### src/design/ffha_pkg.sv
`timescale 1ns / 1ps

package ffha_pkg;

  // Fixed widths of the item fields and the limit register.
  localparam int ADDR_W  = 12;
  localparam int REQ_W   = 15;
  localparam int LIMIT_W = 13;
  localparam logic [LIMIT_W-1:0] LIMIT_RESET = 13'd4096;

  // Header layout: size above the two flag bits.
  localparam int USED_BIT = 0;
  localparam int PF_BIT   = 1;

  // Heap start-up image: prologue at words 1 and 2, epilogue at word 3.
  localparam int PROLOGUE_WORDS = 2;
  localparam int BOOT_WORDS     = 4;

  // Request sizes are rounded up to this alignment in bytes (log2).
  localparam int ALIGN_SHIFT = 3;

  localparam logic FUNC_ALLOC = 1'b0;
  localparam logic FUNC_FREE  = 1'b1;

  typedef enum logic [4:0] {
    ST_INIT1, ST_INIT2, ST_INIT3, ST_IDLE, ST_DISPATCH,
    ST_A_RD, ST_A_EV, ST_A_S2, ST_A_S3, ST_A_N2, ST_A_N3,
    ST_G_E1, ST_G_E2, ST_G_CK, ST_G_W2,
    ST_F_RD, ST_F_EV, ST_F_P, ST_F_NE, ST_F_W1, ST_F_W2, ST_F_W3, ST_F_W4,
    ST_DONE
  } state_t;

  typedef enum logic [4:0] {
    OP_NOP, OP_INIT1, OP_INIT2, OP_INIT3, OP_LATCH, OP_RD_I, OP_ADV,
    OP_FIT_SPLIT, OP_SPLIT_REM, OP_SPLIT_FOOT, OP_FIT_WHOLE, OP_RD_NEXT_BLK,
    OP_CLR_PF, OP_RD_EPI, OP_RD_EPI_FOOT, OP_START_EPI, OP_START_FOOT,
    OP_GROW_FAIL, OP_GROW_HDR, OP_GROW_EPI, OP_FREE_HDR, OP_FREE_PREV,
    OP_FREE_NEXT, OP_FREE_HDR_W, OP_FREE_FOOT_W, OP_RD_NXT, OP_SET_PF, OP_OUT
  } op_t;

  typedef struct packed {
    logic func;
    logic p_lt2;
    logic i_lt_epi;
    logic sz_zero;
    logic fit;
    logic split;
    logic used;
    logic pf_set;
    logic i_eq_h;
    logic i_gt_h;
    logic h_lt3;
    logic grow_fail;
    logic out_free;
  } dp_status_t;

endpackage

### src/design/ffha_ctrl.sv
`timescale 1ns / 1ps

module ffha_ctrl (
  input  logic               clk,
  input  logic               rst_n,
  input  logic               in_valid,
  output logic               in_stall,
  input  ffha_pkg::dp_status_t st,
  output ffha_pkg::op_t      cmd
);

  ffha_pkg::state_t state_r, state_nxt;

  // State register.
  always_ff @(posedge clk) begin
    if (!rst_n) begin
      state_r <= ffha_pkg::ST_INIT1;
    end else begin
      state_r <= state_nxt;
    end
  end

  // Next state and datapath command.
  always_comb begin
    state_nxt = state_r;
    cmd       = ffha_pkg::OP_NOP;
    in_stall  = (state_r != ffha_pkg::ST_IDLE);
    case (state_r)
      ffha_pkg::ST_INIT1: begin
        cmd = ffha_pkg::OP_INIT1;
        state_nxt = ffha_pkg::ST_INIT2;
      end
      ffha_pkg::ST_INIT2: begin
        cmd = ffha_pkg::OP_INIT2;
        state_nxt = ffha_pkg::ST_INIT3;
      end
      ffha_pkg::ST_INIT3: begin
        cmd = ffha_pkg::OP_INIT3;
        state_nxt = ffha_pkg::ST_IDLE;
      end
      ffha_pkg::ST_IDLE: begin
        if (in_valid) begin
          cmd = ffha_pkg::OP_LATCH;
          state_nxt = ffha_pkg::ST_DISPATCH;
        end
      end
      ffha_pkg::ST_DISPATCH: begin
        if (st.func == ffha_pkg::FUNC_ALLOC) begin
          state_nxt = ffha_pkg::ST_A_RD;
        end else if (st.p_lt2) begin
          state_nxt = ffha_pkg::ST_DONE;
        end else begin
          state_nxt = ffha_pkg::ST_F_RD;
        end
      end
      // First-fit walk over the block list.
      ffha_pkg::ST_A_RD: begin
        if (st.i_lt_epi) begin
          cmd = ffha_pkg::OP_RD_I;
          state_nxt = ffha_pkg::ST_A_EV;
        end else begin
          cmd = ffha_pkg::OP_RD_EPI;
          state_nxt = ffha_pkg::ST_G_E1;
        end
      end
      ffha_pkg::ST_A_EV: begin
        if (st.sz_zero) begin
          cmd = ffha_pkg::OP_RD_EPI;
          state_nxt = ffha_pkg::ST_G_E1;
        end else if (st.fit && st.split) begin
          cmd = ffha_pkg::OP_FIT_SPLIT;
          state_nxt = ffha_pkg::ST_A_S2;
        end else if (st.fit) begin
          cmd = ffha_pkg::OP_FIT_WHOLE;
          state_nxt = ffha_pkg::ST_A_N2;
        end else begin
          cmd = ffha_pkg::OP_ADV;
          state_nxt = ffha_pkg::ST_A_RD;
        end
      end
      ffha_pkg::ST_A_S2: begin
        cmd = ffha_pkg::OP_SPLIT_REM;
        state_nxt = ffha_pkg::ST_A_S3;
      end
      ffha_pkg::ST_A_S3: begin
        cmd = ffha_pkg::OP_SPLIT_FOOT;
        state_nxt = ffha_pkg::ST_DONE;
      end
      ffha_pkg::ST_A_N2: begin
        cmd = ffha_pkg::OP_RD_NEXT_BLK;
        state_nxt = ffha_pkg::ST_A_N3;
      end
      ffha_pkg::ST_A_N3: begin
        cmd = ffha_pkg::OP_CLR_PF;
        state_nxt = ffha_pkg::ST_DONE;
      end
      // Growth at the epilogue, absorbing a trailing free block.
      ffha_pkg::ST_G_E1: begin
        if (st.pf_set) begin
          cmd = ffha_pkg::OP_RD_EPI_FOOT;
          state_nxt = ffha_pkg::ST_G_E2;
        end else begin
          cmd = ffha_pkg::OP_START_EPI;
          state_nxt = ffha_pkg::ST_G_CK;
        end
      end
      ffha_pkg::ST_G_E2: begin
        cmd = ffha_pkg::OP_START_FOOT;
        state_nxt = ffha_pkg::ST_G_CK;
      end
      ffha_pkg::ST_G_CK: begin
        if (st.grow_fail) begin
          cmd = ffha_pkg::OP_GROW_FAIL;
          state_nxt = ffha_pkg::ST_DONE;
        end else begin
          cmd = ffha_pkg::OP_GROW_HDR;
          state_nxt = ffha_pkg::ST_G_W2;
        end
      end
      ffha_pkg::ST_G_W2: begin
        cmd = ffha_pkg::OP_GROW_EPI;
        state_nxt = ffha_pkg::ST_DONE;
      end
      // Free: find the header by walking, then coalesce.
      ffha_pkg::ST_F_RD: begin
        if (st.i_lt_epi) begin
          cmd = ffha_pkg::OP_RD_I;
          state_nxt = ffha_pkg::ST_F_EV;
        end else begin
          state_nxt = ffha_pkg::ST_DONE;
        end
      end
      ffha_pkg::ST_F_EV: begin
        if (st.i_eq_h) begin
          if (st.h_lt3 || !st.used || st.sz_zero) begin
            state_nxt = ffha_pkg::ST_DONE;
          end else begin
            cmd = ffha_pkg::OP_FREE_HDR;
            state_nxt = st.pf_set ? ffha_pkg::ST_F_P : ffha_pkg::ST_F_NE;
          end
        end else if (st.sz_zero || st.i_gt_h) begin
          state_nxt = ffha_pkg::ST_DONE;
        end else begin
          cmd = ffha_pkg::OP_ADV;
          state_nxt = ffha_pkg::ST_F_RD;
        end
      end
      ffha_pkg::ST_F_P: begin
        cmd = ffha_pkg::OP_FREE_PREV;
        state_nxt = ffha_pkg::ST_F_NE;
      end
      ffha_pkg::ST_F_NE: begin
        cmd = ffha_pkg::OP_FREE_NEXT;
        state_nxt = ffha_pkg::ST_F_W1;
      end
      ffha_pkg::ST_F_W1: begin
        cmd = ffha_pkg::OP_FREE_HDR_W;
        state_nxt = ffha_pkg::ST_F_W2;
      end
      ffha_pkg::ST_F_W2: begin
        cmd = ffha_pkg::OP_FREE_FOOT_W;
        state_nxt = ffha_pkg::ST_F_W3;
      end
      ffha_pkg::ST_F_W3: begin
        cmd = ffha_pkg::OP_RD_NXT;
        state_nxt = ffha_pkg::ST_F_W4;
      end
      ffha_pkg::ST_F_W4: begin
        cmd = ffha_pkg::OP_SET_PF;
        state_nxt = ffha_pkg::ST_DONE;
      end
      // Hand the result to the output register once it has room.
      ffha_pkg::ST_DONE: begin
        if (st.out_free) begin
          cmd = ffha_pkg::OP_OUT;
          state_nxt = ffha_pkg::ST_IDLE;
        end
      end
      default: begin
        state_nxt = ffha_pkg::ST_IDLE;
      end
    endcase
  end

endmodule

### config.mk
export PLATFORM = sky130hd
export DESIGN_NAME = ffha_ctrl
export DESIGN_NICKNAME = d
export VERILOG_FILES = /design/src/design/ffha_pkg.sv /design/src/design/ffha_ctrl.sv
export SDC_FILE = /design/constraint.sdc
export NUM_CORES = 1
export LEC_CHECK = 0
export BUFFER_PORTS_ARGS = -buffer_cell sky130_fd_sc_hd__buf_2
export CORE_UTILIZATION = 45
export CTS_BUF_LIST = sky130_fd_sc_hd__clkbuf_8
export CTS_CLUSTER_SIZE = 28
export DETAILED_ROUTE_END_ITERATION = 12
export HOLD_SLACK_MARGIN = 0.03
export PLACE_DENSITY_LB_ADDON = 0.12
export RECOVER_POWER = 100
export SYNTH_ARGS = -nofsm -noshare
export SYNTH_HDL_FRONTEND = slang
export SYNTH_SLANG_ARGS = --single-unit
### constraint.sdc
create_clock -name clk -period 1.82 [get_ports clk]
set_input_delay 0.182 -clock clk [delete_from_list [all_inputs] [get_ports clk]]
set_output_delay 0.182 -clock clk [all_outputs]
set_load 0.01 [all_outputs]
# Yosys cells after proc, flatten, opt, wreduce, memory -nomap -nowiden
# Cells that the tools add are included.
[op_classes]
reduce_logical = 8
eq_ne = 26
n_mux = 29
[op_table]
columns = ["cell", "count"]
rows = [
  ["$pmux W5 S23", 1],
  ["$pmux W5 S20", 1],
  ["$mux W5", 10],
  ["$eq A5 B4 Y1 const B", 8],
  ["$eq A5 B5 Y1 const B", 8],
  ["$mux W4", 8],
  ["$eq A5 B3 Y1 const B", 4],
  ["$mux W3", 5],
  ["$eq A5 B2 Y1 const B", 2],
  ["$eq A5 B1 Y1 const B", 1],
  ["$logic_not A5 Y1", 1],
  ["$ne A5 B2 Y1 const B", 1],
  ["$mux W2", 2],
  ["$ne A2 B2 Y1 const B", 2],
  ["$reduce_or A4 Y1", 1],
  ["$logic_or A1 B1 Y1", 3],
  ["$mux W1", 2],
  ["$reduce_and A2 Y1", 1],
  ["$logic_and A1 B1 Y1", 1],
  ["$logic_not A1 Y1", 1],
]
[word_totals]
input_bits = 16
output_inout_bits = 6
reg_bits = 5
elab_cells = 64

# Longest topological paths before layout
# Gate-level depths: netlist (run 1).
[depth]
ltp_word = 6
depth_mapped = 6
depth_no_buf = 4

# Worst setup path before layout (run 1)
# OpenSTA, ideal clock, no wires.
[synth_timing]
path_type = "register -> output"
from = "register state_r[4]"
to = "output cmd[0]"
t_arrival_ps = 1270
n_path_buf = 2
t_required_ps = 1638
path_stages_with_launch = 6
path_slack_ps = 368
cell_sequence = "dfxtp_1 > buf_4 > buf_2 > a32oi_2 > o32ai_1 > or3_1"
[synth_via]
elab_chain_cells = 2
elab_cells_between_ends = 24
[synth_rtl]
columns = ["element", "line", "source"]
rows = [
  ["from (decl)", "ffha_ctrl.sv:12", "ffha_pkg::state_t state_r, state_nxt;"],
  ["from (signal assigned)", "ffha_ctrl.sv:17", "state_r <= ffha_pkg::ST_INIT1;"],
  ["from (signal assigned)", "ffha_ctrl.sv:19", "state_r <= state_nxt;"],
  ["$eq A5 B5 Y1, or another cell as far along", "ffha_ctrl.sv:28", "case (state_r)"],
  ["$pmux W5 S23 *", "ffha_ctrl.sv:28", ""],
  ["to (decl)", "ffha_ctrl.sv:9", "output ffha_pkg::op_t cmd"],
]
# Every way passes the cells marked *; elsewhere a longest branch is shown, timed or not.

# Worst setup path in the final report (run 1)
[layout_timing]
from = "register state_r[0]"
to = "output cmd[0]"
# The elaborated chain is that of the path after synthesis.

==> results of run 1 <==
-- cell families after synthesis --
group,after synthesis
flops,5
mux,1
buf+inv,20
compound gates,58
simple gates,47
xor+xnor,2
-- synth_stat cells (2+ instances only) --
master      n  area, um^2
a21oi_1    12        60.1
nand2_1    12        45.0
inv_1       8        30.0
o21ai_0     6        30.0
buf_2       5        25.0
buf_6       5        56.3
dfxtp_1     5         100
nand3_1     5        25.0
nor2_1      5        18.8
o22ai_1     5        31.3
nor2b_1     4        25.0
nor3_1      4        20.0
a32oi_1     3        26.3
nand2b_1    3        18.8
o2111ai_1   3        26.3
a21boi_0    2        15.0
a31oi_1     2        12.5
a32o_1      2        20.0
and4_1      2        17.5
buf_4       2        15.0
o211ai_1    2        15.0
o31ai_1     2        15.0
o41a_1      2        22.5
o41ai_1     2        17.5
or3_1       2        12.5
-- per-stage QoR --
stage                     hold WS [ns]  power, mW  worst slack [ns]  instances
after global placement           0.501       1.66             0.130        194
after detailed placement         0.506       1.67            0.0835        194
after global routing             0.263       2.24           -0.0745        199
after CTS                        0.266       1.97           -0.0330        200
after floorplan                  0.299       1.19             0.368        133
final                            0.270       2.10           -0.0328        199
-- timing repair --
item | in CTS | in global routing
setup buffers | 2 | 0
setup endpoints to repair | 5 | 4
resized for setup | 16 | 10
pin swaps | 7 | 4
-- final timing paths --
| path | end | slack [ns] | from | cells after the start |
|---|---|---|---|---|
| max | cmd[0] | -0.03 | state_r[0]$_SDFFE_PN0P_ | 6 |
| max reg2reg | state_r[0]$_SDFFE_PN0P_ | 0.14 | state_r[3]$_SDFFE_PN0P_ | 7 |
| min | state_r[0]$_SDFFE_PN0P_ | 0.27 | rst_n | 2 |
| min reg2reg | state_r[2]$_SDFFE_PN0P_ | 0.66 | state_r[0]$_SDFFE_PN0P_ | 3 |
-- layout make-up --
| type | count | area [um^2] |
|---|---|---|
| Multi-Input combinational cell | 108 | 810 |
| Fill cell | 170 | 637 |
| Timing Repair Buffer | 47 | 330 |
| Sequential cell | 5 | 116 |
| Clock buffer | 3 | 41.3 |
| Tap cell | 27 | 33.8 |
| Inverter | 8 | 30.0 |
| Clock inverter | 1 | 3.75 |
-- layer usage --
metal  up-vias  routed length (um)
li1        597                   -
met1       596                1390
met2        73                1630
met3        12                 276
met4         0                  87
met5         -                   0
-- power by group --
group          internal (mW)  switching [mW]
logic                  0.797           0.824
clock network          0.145          0.0590
registers              0.171           0.109
total                   1.11           0.992
==> metrics.yaml, run 1 <==
outcome:
  outcome: "complete, but fails checks"
  violations: "setup timing"
sta:
  fmax_mhz: 540
  rsz0062_at_grt: "yes"
  hold_violations: 0
  finalSetupViolations: 1
  slew_viol_final: 0
  min_period_ns: 1.85
  clock_skew_ns: 0.000871
  min_period_over_period: 1.02
  fin_tns_setup_ns: -0.0328
  tightest_slew_ns: 0.416
  setup_ws_ns: -0.0328
  slew_headroom: 0.716
cells_and_area:
  drive_above_1_share: 0.424
  final_cell_mix: "buf_4 (22), buf_2 (20), nand2_1 (12), a21oi_1 (12), inv_1 (8)"
  top_regs: "state_r: 5 flops"
  diodes: 0
  largest_reg_flops: 5
  final_common_cell: "buf_4"
  area_growth_pct: 40.8
  utilization: 0.682
  fin_area_mm2: 0.00137
  top_register: "state_r"
  nNetsFinal: 189
grt:
  grt_use_total: 0.306
  grt_first_pass_wirelength_um: 5580
  grt-ovfl-total: 0
  grt_pass1_vias: 1213
  use_met2: 0.519
  grt-busiest-layer: "met2"
  grt_max_degree: 15
  use_met3: 0.0786
  use_met1: 0.375
  antenna_found_initial: 0
worst_setup_path:
  critPathArrivalTime_ns: 1.67
  worst_setup_path_end_kind: "primary output"
  required_ns: 1.64
  cp_max_fo: 8
  start_kind: "register"
  cpMaxStageDelayCell: "or3_4"
  critical_path.top_delay_family: "simple AND/OR/NAND/NOR gates"
  worstPathCellList: "buf_12 > nor2b_4 > a32oi_2 > o32ai_1 > or3_4 > buf_6"
  crit_type: "register to primary output"
  cpPeakStageDelay_ns: 0.39
  cp_num_buf_inv: 2
yosys:
  synth-seq-area-share: 0.103
  async_reset_ff_frac: 0
  synth_area_um2: 970
  synth-compound-area-share: 0.458
  synth_flop_cell: "dfxtp_1"
  syn_nets: 149
  synthAdderAreaFrac: 0
  ys_ff_latch: 5
  ys_warn_count: 0
  synth_top_family_by_area: "compound AO/OA/AOI/OAI gates"
  syn_area_per_cell_um2: 7.29
  synthXorXnorAreaFrac: 0.0181
  muxShareOfSynthArea: 0.0103
  synth_edf_count: 0
  synthCells: 133
  ys_types: 53
  synthSimpleGateAreaFrac: 0.280
detailed_routing:
  vias: 1278
  post_drt_via_cell_ratio: 6.42
  drcViolationCount: 0
  drtAntennaViolNets: 0
  drt-wirelength-per-cell_um: 17.0
  wl_um: 3380
  dr.pass1.iters: 4
  drtIter0Drc: 84
flow_run:
  maxCapViolations: 0
place:
  io_buffers: 21
  gp_congestion: 0.975
  hpwl_um: 2550
  placed_area_mm2: 0.00121
clock_network:
  tritoncts.num_buffers: 3
  clk_pin_slew_worst_paths_ns: 0.04
  cts_tree: "yes"
  cts.htree.levels: 1
  cts_buffer_depth: 2
  ctsHoldBuffers: 0
  clock-root-buffer: "clkbuf_8"
  clk_latency_ns: 0.22
  cts.sinks: 5
die:
  initial_core_util: 0.484
  pin_count: 22
  die_area_mm2: 0.00234
  die_height_um: 48.4
  die_width_um: 48.4
  core_area_mm2: 0.00200
  placementRows: 16
power:
  vdd_ir_drop_max_mv: 1.12
  p_per_area_mw_per_mm2: 1540
  leakage_nw: 0.551
hold_path:
  hp-class: "input port to register"
Note: power is estimated with default switching activity, not from simulation.
==> inputs of run 2 (changes only) <==
--- a/config.mk
+++ b/config.mk
@@ -5,6 +5,7 @@
 export SDC_FILE = /design/constraint.sdc
 export NUM_CORES = 1
 export LEC_CHECK = 0
+export ABC_AREA = 1
 export BUFFER_PORTS_ARGS = -buffer_cell sky130_fd_sc_hd__buf_2
 export CORE_UTILIZATION = 45
 export CTS_BUF_LIST = sky130_fd_sc_hd__clkbuf_8
@@ -13,6 +14,7 @@
 export HOLD_SLACK_MARGIN = 0.03
 export PLACE_DENSITY_LB_ADDON = 0.12
 export RECOVER_POWER = 100
+export SETUP_SLACK_MARGIN = 0.15
 export SYNTH_ARGS = -nofsm -noshare
 export SYNTH_HDL_FRONTEND = slang
 export SYNTH_SLANG_ARGS = --single-unit
==> run 2 against run 1 <==
The flow now finishes without violations. Global-route usage grew 6.0 points. Synthesized cell count grew 39%. Non-clock buffer count shrank 13. Final area grew 5.4%. Critical endpoint is now cmd[2]. Largest power group unchanged.
==> metrics.yaml, run 2 <==
flow_run:
  maxCapViolations: 0  # unchanged
cells_and_area:
  final_cell_mix: "nand2_1 (38), nor2_1 (34), buf_2 (20)"
  largest_reg_flops: 5  # unchanged
  drive_above_1_share: 0.419  # -0.00550
  top_regs: "state_r: 5 flops"
  fin_cells: 247  # +24%
  diodes: 0  # unchanged
  fin_area_mm2: 0.00144  # +5.4%
  top_register: "state_r"
  final_common_cell: "nand2_1"
  nNetsFinal: 239  # +26%
  area_growth_pct: 62.2
yosys:
  yosys.area.top_type: "nand2_1"
  synth_top_family_by_area: "simple AND/OR/NAND/NOR gates"
  synthCells: 185  # +39%
  syn_nets: 201  # +35%
  ys_warn_count: 0  # unchanged
  synthSimpleGateAreaFrac: 0.639  # +0.359
  ys_types: 25  # -53%
  async_reset_ff_frac: 0  # unchanged
  synth_area_um2: 887  # -8.5%
  synth_edf_count: 0  # unchanged
  yosysMostFrequentCell: "nand2_1"
  synthXorXnorAreaFrac: 0  # -0.0181
  synth_flop_cell: "dfxtp_1"
  muxShareOfSynthArea: 0  # -0.0103
  synth_common_cells: "nand2_1 (52), nor2_1 (40), inv_1 (27)"
  ys_ff_latch: 5  # unchanged
  synth-seq-area-share: 0.113  # +0.00961
  syn_area_per_cell_um2: 4.80  # -34%
  synth.top_cell.area_share: 0.220  # +0.117
  synth-compound-area-share: 0.111  # -0.347
  synthAdderAreaFrac: 0  # unchanged
  synthTopCellsByArea: "nand2_1 (22%), nor2_1 (17%), nand3_1 (15%)"
sta:
  slew_viol_final: 0  # unchanged
  rsz0062_at_grt: "yes"
  fmax_mhz: 555  # +2.8%
  tightest_slew_ns: 0.361  # -0.0542 ns
  clock_skew_ns: 0.00467  # +0.00380 ns
  finalSetupViolations: 0  # -1
  min_period_over_period: 0.990  # -0.0277
  slew_headroom: 0.758  # +0.0422
  min_period_ns: 1.80  # -0.0504 ns
  hold_violations: 0  # unchanged
  setup_ws_ns: 0.0176  # +0.0504 ns
worst_setup_path:
  crit_path_frequent_cell: "nor2_1"
  start_kind: "register"
  cpMaxStageDelayCell: "dfxtp_4"
  required_ns: 1.64  # about the same
  critical_path.top_delay_family: "simple AND/OR/NAND/NOR gates"
  cp_max_fo: 7  # -1
  cpPeakStageDelay_ns: 0.44  # +0.05 ns
  critPathArrivalTime_ns: 1.62  # -0.05 ns
  worst_setup_path_end_kind: "primary output"
  crit_type: "register to primary output"
  cp_num_buf_inv: 2  # unchanged
  worstPathCellList: "inv_2 > nor2_1 > nand3_2 > nand2_2 > nor2_1 > and2_1 > nand4_1 > buf_2"
clock_network:
  ctsHoldBuffers: 0  # unchanged
  clock-root-buffer: "clkbuf_8"
  cts.htree.levels: 1  # unchanged
  clk_pin_slew_worst_paths_ns: 0.04  # about the same
  clk_latency_ns: 0.23  # about the same
  tritoncts.num_buffers: 3  # unchanged
  cts.sinks: 5  # unchanged
  cts_tree: "yes"
  cts_buffer_depth: 2  # unchanged
grt:
  antenna_found_initial: 0  # unchanged
  grt_first_pass_wirelength_um: 5550  # -0.38%
  grt_pass1_vias: 1247  # +2.8%
  grt_use_total: 0.366  # +0.0600
  grt_max_degree: 12  # -3
  grt-ovfl-total: 0  # unchanged
power:
  p_per_area_mw_per_mm2: 1560  # +1.1%
  vdd_ir_drop_max_mv: 1.21  # +8.2%
  p_seq_frac: 0.128  # -0.005
  switchingPower_mw: 1.26  # +27%
  combinationalPowerShare: 0.776  # +0.006
  p_int_uw: 981  # -12%
  p_sw_frac: 0.563  # +0.0913
  p_clk_frac: 0.095  # -0.002
  leakage_nw: 0.792  # +44%
  power_mw: 2.24  # +6.5%
place:
  placed_area_mm2: 0.00103  # -15%
  io_buffers: 21  # unchanged
  place_ws_ns: 0.143  # +0.0600 ns
  hpwl_um: 2400  # -6.0%
  gp_congestion: 1.02  # +4.9%
  place_inst: 232  # +20%
detailed_routing:
  wl_um: 4720  # +40%
  post_drt_via_cell_ratio: 6.38  # -0.58%
  drtIter0Drc: 132  # +57%
  drtAntennaViolNets: 0  # unchanged
  dr.pass1.iters: 7  # +3
  vias: 1577  # +23%
  drcViolationCount: 0  # unchanged
  drt-wirelength-per-cell_um: 19.1  # +12%
die:
  pin_count: 22  # unchanged
  die_height_um: 46.4  # -4.2%
  die_area_mm2: 0.00215  # -8.2%
  die_width_um: 46.4  # -4.2%
  core_area_mm2: 0.00178  # -11%
  initial_core_util: 0.498  # +0.0132
  placementRows: 15  # -1
outcome:
  outcome: "completed"
hold_path:
  hp-class: "input port to register"
run 2: kinds of logic after synthesis:
group | count (synthesis)
AO/OA/AOI/OAI | 15
buffers and inverters | 32
AND/OR/NAND/NOR | 133
flip-flops | 5
run 2: power by group through the flow:
stage	logic [mW]	clock network (mW)	registers [mW]
floorplan	0.742	0	0.205
global placement	1.03	0	0.216
detailed placement	1.02	0	0.219
CTS	1.17	0.200	0.275
global route	1.83	0.216	0.293
finish	1.74	0.213	0.288
run 2: metrics by stage:
stage                     hold slack [ns]   util  TNS (ns)
after detailed placement            0.413  0.580         0
after global placement              0.408  0.580         0
after CTS                           0.185  0.689         0
after global routing                0.194  0.807   -0.0308
final                               0.196  0.807         0
after floorplan                     0.280      -         0
run 2: layout make-up:
| type | count | area [um^2] |
|---|---|---|
| Clock buffer | 3 | 41.3 |
| Inverter | 31 | 131 |
| Clock inverter | 1 | 3.75 |
| Tap cell | 25 | 31.3 |
| Timing Repair Buffer | 34 | 241 |
| Sequential cell | 5 | 116 |
| Multi-Input combinational cell | 148 | 873 |
| Fill cell | 114 | 344 |
run 2: worst paths after layout:
kind / from / end / slack (ns) / cells past startpoint
hold reg to reg: state_r[4]$_SDFFE_PN0P_ / state_r[2]$_SDFFE_PN0P_ / 0.82 / 3
setup / recovery: state_r[1]$_SDFFE_PN0P_ / cmd[2] / 0.02 / 8
hold / removal: rst_n / state_r[4]$_SDFFE_PN0P_ / 0.20 / 3
setup reg to reg: state_r[2]$_SDFFE_PN0P_ / state_r[0]$_SDFFE_PN0P_ / 0.11 / 12
run 2: worst min-delay path: cells and delay by family:
kind	cells	cell delay, ns
buf+inv	2	0.15
simple gates	1	0.06
run 2: layer usage:
layer / global-route usage / wire, um / part of all wire
met5: 0 / 0 / 0
met4: 0.188 / 321 / 0.068
met3: 0.0667 / 602 / 0.13
met2: 0.597 / 2170 / 0.46
met1: 0.449 / 1620 / 0.34
run 2: repair_timing:
item | CTS | global route
setup endpoints to repair | 5 | 6
pin swaps | 6 | 12
hold endpoints to repair | 0 | 0
gates resized for setup | 40 | 43
buffers inserted | 3 | 8
